### src/hsk_pkg.sv
// Shared types and constants for the six-key HID report builder.
`default_nettype none
package hsk_pkg;

  localparam int NUM_SLOTS  = 6;

  typedef logic [1:0] kind_t;
  typedef logic [1:0] op_t;

  localparam kind_t KIND_REPORT   = 2'd0;
  localparam kind_t KIND_VOL_UP   = 2'd1;
  localparam kind_t KIND_VOL_DOWN = 2'd2;
  localparam kind_t KIND_MUTE     = 2'd3;

  localparam op_t OP_VOLUME  = 2'd0;
  localparam op_t OP_MUTE    = 2'd1;
  localparam op_t OP_PRESS   = 2'd2;
  localparam op_t OP_RELEASE = 2'd3;

  // Modifier usage codes 0xE0..0xE7 share this upper five-bit prefix.
  localparam logic [4:0] MOD_PREFIX = 5'b11100;

  typedef struct packed {
    logic load;   // capture a new word
    logic apply;  // update the report state
    logic step;   // one result goes out, count down
  } ctrl_cmd_t;

  typedef struct packed {
    logic cnt_zero;
    logic cnt_one;
  } dp_status_t;

endpackage
`default_nettype wire

### src/hsk_ctrl.sv
// Controller state machine for the six-key HID report builder.
`default_nettype none
module hsk_ctrl (
  input  logic               clk,
  input  logic               rst,
  input  logic               start,
  input  hsk_pkg::dp_status_t status,
  output hsk_pkg::ctrl_cmd_t  cmd_out,
  output logic               busy,
  output logic               strobe
);

  localparam logic [1:0] S_IDLE  = 2'd0;
  localparam logic [1:0] S_APPLY = 2'd1;
  localparam logic [1:0] S_EMIT  = 2'd2;

  logic [1:0] state;
  logic [1:0] state_next;

  always_ff @(posedge clk) begin
    if (rst) begin
      state <= S_IDLE;
    end else begin
      state <= state_next;
    end
  end

  always_comb begin
    state_next    = state;
    cmd_out       = '0;
    case (state)
      S_IDLE: begin
        if (start) begin
          cmd_out.load = 1'b1;
          state_next   = S_APPLY;
        end
      end
      S_APPLY: begin
        cmd_out.apply = 1'b1;
        // a zero volume change has nothing to send
        state_next = status.cnt_zero ? S_IDLE : S_EMIT;
      end
      S_EMIT: begin
        cmd_out.step = 1'b1;
        if (status.cnt_one) begin
          state_next = S_IDLE;
        end
      end
      default: begin
        state_next = S_IDLE;
      end
    endcase
  end

  assign busy   = (state != S_IDLE);
  assign strobe = (state == S_EMIT);

endmodule
`default_nettype wire

### src/hsk_dp.sv
// Datapath for the six-key HID report builder: report state, step counter, result fields.
`default_nettype none
module hsk_dp #(
  parameter int MAX_STEPS = 63,
  parameter int CNT_W     = 6
) (
  input  logic                   clk,
  input  logic                   rst,
  input  hsk_pkg::ctrl_cmd_t      cmd_in,
  input  logic [1:0]             cmd,
  input  logic [7:0]             key_code,
  input  logic signed [6:0]      volume_delta,
  output hsk_pkg::dp_status_t     status,
  output logic [1:0]             kind,
  output logic [7:0]             modifier_bits,
  output logic [7:0]             slot_zero,
  output logic [7:0]             slot_one,
  output logic [7:0]             slot_two,
  output logic [7:0]             slot_three,
  output logic [7:0]             slot_four,
  output logic [7:0]             slot_five,
  output logic                   last
);

  hsk_pkg::op_t   op;
  logic [7:0]     code;
  logic [CNT_W-1:0] cnt;
  hsk_pkg::kind_t kind_reg;
  logic [7:0]     mod_state;
  logic [7:0]     key_slots [hsk_pkg::NUM_SLOTS];

  logic [7:0]     mod_next;
  logic [7:0]     slots_next [hsk_pkg::NUM_SLOTS];
  logic [6:0]     raw;
  logic [6:0]     mag;
  logic [6:0]     mag_sat;
  logic [CNT_W-1:0] cnt_load;
  hsk_pkg::kind_t kind_load;
  logic           is_key;
  logic           is_press;
  logic           with_keys;

  // Step count: magnitude of the signed delta, saturated at MAX_STEPS, for volume; one otherwise.
  always_comb begin
    raw     = volume_delta;
    mag     = raw[6] ? (~raw + 7'd1) : raw;
    mag_sat = (mag > 7'(MAX_STEPS)) ? 7'(MAX_STEPS) : mag;
    if (cmd == hsk_pkg::OP_VOLUME) begin
      cnt_load  = CNT_W'(mag_sat);
      kind_load = raw[6] ? hsk_pkg::KIND_VOL_DOWN : hsk_pkg::KIND_VOL_UP;
    end else if (cmd == hsk_pkg::OP_MUTE) begin
      cnt_load  = CNT_W'(1);
      kind_load = hsk_pkg::KIND_MUTE;
    end else begin
      cnt_load  = CNT_W'(1);
      kind_load = hsk_pkg::KIND_REPORT;
    end
  end

  // Report update: modifier bit, or first matching slot.
  always_comb begin
    logic       found;
    logic [7:0] want;
    found    = 1'b0;
    is_press = (op == hsk_pkg::OP_PRESS);
    is_key   = (op == hsk_pkg::OP_PRESS) || (op == hsk_pkg::OP_RELEASE);
    want     = is_press ? 8'h00 : code;
    mod_next = mod_state;
    for (int i = 0; i < hsk_pkg::NUM_SLOTS; i++) begin
      slots_next[i] = key_slots[i];
    end
    if (code[7:3] == hsk_pkg::MOD_PREFIX) begin
      if (is_press) begin
        mod_next = mod_state | (8'd1 << code[2:0]);
      end else begin
        mod_next = mod_state & ~(8'd1 << code[2:0]);
      end
    end else begin
      for (int i = 0; i < hsk_pkg::NUM_SLOTS; i++) begin
        if (!found && key_slots[i] == want) begin
          slots_next[i] = is_press ? code : 8'h00;
          found         = 1'b1;
        end
      end
    end
  end

  always_ff @(posedge clk) begin
    if (cmd_in.load) begin
      op       <= cmd;
      code     <= key_code;
      kind_reg <= kind_load;
    end
    if (cmd_in.load) begin
      cnt <= cnt_load;
    end else if (cmd_in.step) begin
      cnt <= cnt - CNT_W'(1);
    end
  end

  always_ff @(posedge clk) begin
    if (rst) begin
      mod_state <= '0;
      for (int i = 0; i < hsk_pkg::NUM_SLOTS; i++) begin
        key_slots[i] <= '0;
      end
    end else if (cmd_in.apply && is_key) begin
      mod_state <= mod_next;
      for (int i = 0; i < hsk_pkg::NUM_SLOTS; i++) begin
        key_slots[i] <= slots_next[i];
      end
    end
  end

  assign status.cnt_zero = (cnt == '0);
  assign status.cnt_one  = (cnt == CNT_W'(1));

  assign with_keys     = (kind_reg == hsk_pkg::KIND_REPORT);
  assign kind          = kind_reg;
  assign modifier_bits = with_keys ? mod_state : 8'h00;
  assign slot_zero     = with_keys ? key_slots[0] : 8'h00;
  assign slot_one      = with_keys ? key_slots[1] : 8'h00;
  assign slot_two      = with_keys ? key_slots[2] : 8'h00;
  assign slot_three    = with_keys ? key_slots[3] : 8'h00;
  assign slot_four     = with_keys ? key_slots[4] : 8'h00;
  assign slot_five     = with_keys ? key_slots[5] : 8'h00;
  assign last          = status.cnt_one;

endmodule
`default_nettype wire

### src/hid_six_key_report_builder_core.sv
// A word accepted in idle passes the apply state before its first result shows.
// A key or mute word sends one result and a new word is taken only in idle; a volume
// word sends N results, N its saturated step count (none when N is 0), one result per cycle.
// The step counter in the datapath sets the volume burst length.
// Reset clears the modifier byte, empties all six key slots and returns to idle.
// Results are one-cycle strobes; the receiver cannot hold them off.
`default_nettype none
module hid_six_key_report_builder_core #(
  parameter int MAX_VOLUME_STEPS = 63
) (
  input  logic              clk,
  input  logic              rst,
  input  logic              start,
  output logic              busy,
  input  logic [1:0]        cmd,
  input  logic [7:0]        key_code,
  input  logic signed [6:0] volume_delta,
  output logic              strobe,
  output logic [1:0]        kind,
  output logic [7:0]        modifier_bits,
  output logic [7:0]        slot_zero,
  output logic [7:0]        slot_one,
  output logic [7:0]        slot_two,
  output logic [7:0]        slot_three,
  output logic [7:0]        slot_four,
  output logic [7:0]        slot_five,
  output logic              last
);

  // Counter must hold the step limit itself.
  localparam int CNT_W = $clog2(MAX_VOLUME_STEPS + 1);

  hsk_pkg::ctrl_cmd_t  ctrl_cmd;
  hsk_pkg::dp_status_t dp_status;

  // Sequence each word: capture, update the report, then send its results.
  hsk_ctrl u_ctrl (
    .clk     (clk),
    .rst     (rst),
    .start   (start),
    .status  (dp_status),
    .cmd_out (ctrl_cmd),
    .busy    (busy),
    .strobe  (strobe)
  );

  // Hold the report state and count down the volume burst.
  hsk_dp #(
    .MAX_STEPS (MAX_VOLUME_STEPS),
    .CNT_W     (CNT_W)
  ) u_dp (
    .clk           (clk),
    .rst           (rst),
    .cmd_in        (ctrl_cmd),
    .cmd           (cmd),
    .key_code      (key_code),
    .volume_delta  (volume_delta),
    .status        (dp_status),
    .kind          (kind),
    .modifier_bits (modifier_bits),
    .slot_zero     (slot_zero),
    .slot_one      (slot_one),
    .slot_two      (slot_two),
    .slot_three    (slot_three),
    .slot_four     (slot_four),
    .slot_five     (slot_five),
    .last          (last)
  );

endmodule
`default_nettype wire

### config.mk
export PLATFORM = sky130hd
export DESIGN_NAME = hid_six_key_report_builder_core
export DESIGN_NICKNAME = d
export VERILOG_FILES = /design/src/hsk_pkg.sv /design/src/hsk_ctrl.sv /design/src/hsk_dp.sv /design/src/hid_six_key_report_builder_core.sv
export SDC_FILE = /design/constraint.sdc
export NUM_CORES = 1
export LEC_CHECK = 0
export BUFFER_PORTS_ARGS = -buffer_cell sky130_fd_sc_hd__buf_2
export CORE_UTILIZATION = 50
export CTS_CLUSTER_DIAMETER = 80
export DETAILED_ROUTE_END_ITERATION = 10
export PLACE_DENSITY = 0.81
export SKIP_CTS_REPAIR_TIMING = 1
export SLEW_MARGIN = 20
export SYNTH_ARGS = -nofsm -noshare
export SYNTH_HDL_FRONTEND = slang
export SYNTH_SLANG_ARGS = --single-unit
### constraint.sdc
create_clock -name clk -period 2.6 [get_ports clk]
set_input_delay 0.13 -clock clk [delete_from_list [all_inputs] [get_ports clk]]
set_output_delay 0.13 -clock clk [all_outputs]
set_load 0.005 [all_outputs]
== After elaboration in Yosys (flattened, before gate mapping) ==
Memory sizes are Yosys's and may differ from the RTL's.
Index checks and enable logic that the tools add are counted.

* Word-level logic and storage cells: 110
* Output and inout bits: 61
* RAM bits: 48
* Input bits: 20
* Bits in registers: 28
* Memories kept: 1

* Mux-type cells: 54
* Equal/unequal tests: 15
* Bitwise gates (word level): 10
* Add/subtract/negate cells: 2
* Shifts and indexed selects: 1
* Magnitude comparators: 1
* Reductions and logical operators: 20

{| class="wikitable"
|+ Memory list
! name !! words !! bits a word !! read ports !! clocked after memory_dff !! write ports !! RTL line !! text
|-
| u_dp.key_slots || 6 || 8 || 6 || 0 || 6 || hsk_dp.sv:30 || <nowiki>logic [7:0] key_slots [hsk_pkg::NUM_SLOTS];</nowiki>
|}

{| class="wikitable"
|+ Operator list
! operator !! number
|-
| 2-to-1 mux 8 bit || 22
|-
| == test 8 bit || 6
|-
| 2-to-1 mux 48 bit || 1
|-
| 2-to-1 mux 6 bit || 4
|-
| 2-to-1 mux 1 bit || 19
|-
| 2-to-1 mux 2 bit || 6
|-
| AND 8 bit || 1
|-
| NOT 8 bit || 1
|-
| bitwise OR 8 bit || 1
|-
| << shifter 1 x 3 -> 8 bit (first input constant) || 1
|-
| adder 7 x 1 -> 7 bit (second input constant) || 1
|-
| > comparator 7 x 6 -> 1 bit (second input constant) || 1
|-
| 2-to-1 mux 7 bit || 1
|-
| NOT 7 bit || 1
|-
| == test 2 bit (second input constant) || 3
|-
| == test 6 x 1 -> 1 bit (second input constant) || 1
|-
| logical AND 1 bit || 6
|-
| logical NOT 2 bit || 3
|-
| logical NOT 6 bit || 1
|-
| bitwise OR 1 bit || 6
|-
| one-hot mux 2 bit (3 select lines) || 1
|-
| subtractor 6 x 1 -> 6 bit (second input constant) || 1
|-
| == test 5 bit (second input constant) || 1
|-
| logical NOT 1 bit || 5
|-
| 6 further kinds || 9
|}

== Longest topological paths before layout ==
* Depth in word-level cells: 26
* Gate-level depth with buffers: 8
* Depth with buffers taken out: 7

== Hierarchy ==
A second synthesis with hierarchy kept.

* Cell total of the unflattened synthesis: 414
* Area, all modules: 4359.2 um2

{| class="wikitable"
|+ Modules (own cells, without submodules)
! module !! seq. area each (um2) !! times used !! area each (um2) !! cells each
|-
| hsk_dp || 2142.1 || 1 || 4256.6 || 403
|-
| hsk_ctrl || 40.0 || 1 || 102.6 || 11
|}

== Worst setup path before layout ==
OpenSTA, ideal clock, no wires.

* Path type: reg-to-reg
* Start: register u_dp.op[1]
* End: memory u_dp.key_slots[1][2] (netlist: u_dp.key_slots[0][10]), enable pin
* Buffers on the path: 3
* Library setup time: 0.384 ns
* Clock period less this slack: 2.240 ns
* Cell stages (with the launch flop): 8
* Required time: 2.216 ns
* Setup slack: 0.360 ns
* Arrival: 1.856 ns
* Cell sequence: edfxtp_1 nor2b_4 buf_6 buf_12 buf_12 o32ai_1 nand4_2 o21ai_0

{| class="wikitable"
|+ RTL lines
! what !! RTL line !! text
|-
| start, declared || hsk_dp.sv:25 || <nowiki>hsk_pkg::op_t op;</nowiki>
|-
| start signal, assigned || hsk_dp.sv:90 || <nowiki>op <= cmd;</nowiki>
|-
| end, declared || hsk_dp.sv:30 ||
|}

==> flow_summary.json <==
{
  "status": "completed",
  "reg2reg_to": "u_dp.key_slots[0][42]",
  "setup_viol": 0,
  "io_pins": 81,
  "layout.area.seq_sq_um": 2180,
  "seqPwrFrac_pct": 50.1,
  "slew_headroom_pct": 47.5,
  "cp_common_cell": "nor2_1",
  "holdPathStages": 3,
  "synth-warning-count": 0,
  "cts_tree": "yes",
  "synth_area_sq_um": 4540,
  "drc_errors": 0,
  "netlist.area_leader.share_pct": 43.7,
  "startpoint": "u_dp.code[2]",
  "min_from": "start",
  "antenna_found_initial": 0,
  "reg2reg_depth": 7,
  "synth_compound_area_share_pct": 11.3,
  "synth_adder_area_share_pct": 1.10,
  "hp-class": "primary input to register",
  "multiInputGateArea_sq_um": 2110,
  "diodes": 0,
  "final_cells": 629,
  "worstSetupPathType": "register to register",
  "required_ns": 2.61,
  "initial_core_util_pct": 51.8,
  "dieWidth_um": 97.3,
  "ys_seq_area_share_pct": 48.1,
  "p_per_area_nw_per_um2": 540,
  "final_net_count": 540,
  "rows": 34,
  "crit-reg2reg-launch": "u_dp.code[2]",
  "maxCapViolations": 0,
  "netlist.top_cell.by_area": "edfxtp_1",
  "ys_async_sr_fraction_pct": 0,
  "switching_share_pct": 26.3,
  "combPwrFrac_pct": 16.4,
  "drive_above_1_share_pct": 27.1,
  "root_buffer": "clkbuf_8",
  "rsz0062_at_grt": "no",
  "min_to": "u_ctrl.state[0]",
  "worst_slew_pin_slew_ns": 0.776,
  "grt_pass1_wl_mm": 17.0,
  "cp_cell_sequence": "nor2_1, nor2_1, buf_4, o32ai_1, nand4_1, nand4_2, o31ai_4",
  "yosys_register_bits": 76,
  "crit_path_end_kind": "register",
  "cp_data_arrival_time_ns": 2.40,
  "clk_pin_slew_ns": 0.08,
  "dp.cells": 600,
  "maxSlewViolCount": 0,
  "gp_congestion": 0.857,
  "die_h_um": 97.3,
  "grt_use_total_pct": 23.0,
  "drt_wl_total_mm": 10.8,
  "htree_levels": 3,
  "synth_edf_count": 66,
  "nFillCells": 698,
  "drt_iter0_markers": 185,
  "grt_pass1_vias": 3326,
  "power.internal_w": 0.00216,
  "syn_inst": 417,
  "syn_to_final_growth_pct": 19.9,
  "fmax_ghz": 0.418,
  "synthMuxAreaShare_pct": 1.77,
  "max_stage_delay_ns": 0.66,
  "syn_avg_cell_area_sq_um": 10.9,
  "worst_hold_slack_ns": 0.0701,
  "grt_max_degree": 57,
  "synth_area_leaders": "edfxtp_1 (44%), and2_1 (9.9%), xnor2_1 (5.8%)",
  "synth_top_family_by_area": "simple AND/OR/NAND/NOR gates",
  "slowest_stage": "edfxtp_1",
  "hold_violations": 0,
  "clkPwrFrac_pct": 33.4,
  "dp_hpwl_mm": 7.72,
  "dr.pass1.iters": 5,
  "cts-buffers-inserted": 9,
  "r2r_setup_slack_ns": 0.21,
  "start_kind": "register",
  "crit_fanout": 14,
  "viasPerCell": 5.80,
  "clk_path_buf_depth": 2,
  "p_sw_w": 0.000773,
  "wl_per_cell_um": 17.2,
  "clock-sinks": 76,
  "power_w": 0.00294,
  "period_minus_slack_ns": 2.39,
  "synth-xor-area-share_pct": 5.98,
  "syn_nets": 441,
  "grt_overflow": 0,
  "synth_ff_type": "edfxtp_1",
  "drtAntennaViolNets": 0,
  "finalCritPeriodShare_pct": 92.0,
  "num_vias": 3650,
  "synth_simple_gate_area_share_pct": 25.9,
  "skew_ns": 0.0131,
  "port_buffers": 80,
  "power_leakage_nw": 2.16,
  "synth_cell_types": 45,
  "clkLatencyLatePin_ns": 0.36,
  "ir_worst_vdd_v": 0.000380,
  "die_area_sq_um": 9460,
  "core_sq_um": 8760
}
==> logic make-up (layout without fill, tap and decap cells) <==
group,Yosys count,after routing
compound gates,66,66
flops,76,76
buf+inv,40,144
mux,8,8
fa+ha+maj,4,4
xor+xnor,31,31
simple gates,192,192
==> power by group through the flow <==
stage	sequential [W]	combinational, W	clock [W]
finish	0.00147	0.000482	0.000982
global route	0.00148	0.000528	0.00104
CTS	0.00148	0.000450	0.000985
detailed placement	0.00150	0.000447	0
global placement	0.00150	0.000433	0
floorplan	0.00147	0.000340	0
==> synth_stat cells (2+ instances only) <==
master and number:
buf_2 5, mux2i_1 8, nand2_1 13, o31ai_2 2
ha_1 4, or3_1 2, inv_1 9, buf_6 3
buf_12 2, o22ai_1 4, a31oi_1 24, nor4b_1 2
dfxtp_1 10, nand4_2 3, nand2b_1 6, nor2_1 51
xnor2_1 30, o32ai_1 20, nand4_1 4, edfxtp_1 66
a21oi_1 4, o32ai_2 4, nor3_1 6, nand3_1 2
o21ai_1 3, buf_8 3, and2_1 72, nor4bb_1 23
buf_4 5, clkbuf_1 11, o21ai_0 2
==> worst max-delay path: cells and delay by family (launching register included) <==
kind | cells | cell delay [ns]
simple gates | 4 | 0.65
compound gates | 2 | 0.57
buf+inv | 1 | 0.14
flops | 1 | 0.66
==> layout make-up <==
class                           instances  share of cell area (%)
Sequential cell                        76                    40.1
Multi-Input combinational cell        301                    38.7
Timing Repair Buffer                  119                    14.1
Tap cell                              108                    2.48
Clock buffer                            9                    2.28
Clock inverter                          7                    1.68
Inverter                                9                   0.621
==> layout by cell type (no fill, tap or decap), types with 6 or more instances in the layout <==
master,instances
edfxtp_1,66
nor3_1,6
dlygate4sd3_1,10
dfxtp_1,10
a31oi_1,24
and2_1,72
nor4bb_1,23
o32ai_1,20
nand2_1,13
mux2i_1,8
clkbuf_8,9
buf_4,25
nor2_1,50
nand2b_1,6
xnor2_1,30
buf_2,80
inv_1,9
==> worst max-delay path by stage <==
stage / to / slack, ns
floorplan: u_dp.key_slots[0][10] / 0.36
global placement: u_dp.key_slots[0][37] / 0.08
detailed placement: u_dp.key_slots[0][35] / -0.01
CTS: u_dp.key_slots[0][39] / -0.05
global route: u_dp.key_slots[0][24] / 0.07
finish: u_dp.key_slots[0][42] / 0.21
==> per-stage QoR <==
stage / setup TNS [ns] / util, % / setup slack, ns / instance area (sq um)
3_5_place_dp: -0.0845 / 57.9 / -0.0109 / 5070
2_1_floorplan: 0 / - / 0.360 / 4540
6_report: 0 / 62.1 / 0.208 / 5440
4_1_cts: -0.478 / 60.4 / -0.0536 / 5290
5_1_grt: 0 / 62.1 / 0.0713 / 5440
3_3_place_gp: 0 / 57.9 / 0.0779 / 5070
==> metal layers <==
layer	track usage [%]	vias to the layer above	share of wire, %
met5	0	-	0
met4	8.37	0	1.8
met3	5.32	22	6.7
met2	36.6	154	50
met1	30.7	1745	41
li1	-	1729	-
(Power assumes the default switching activity.)
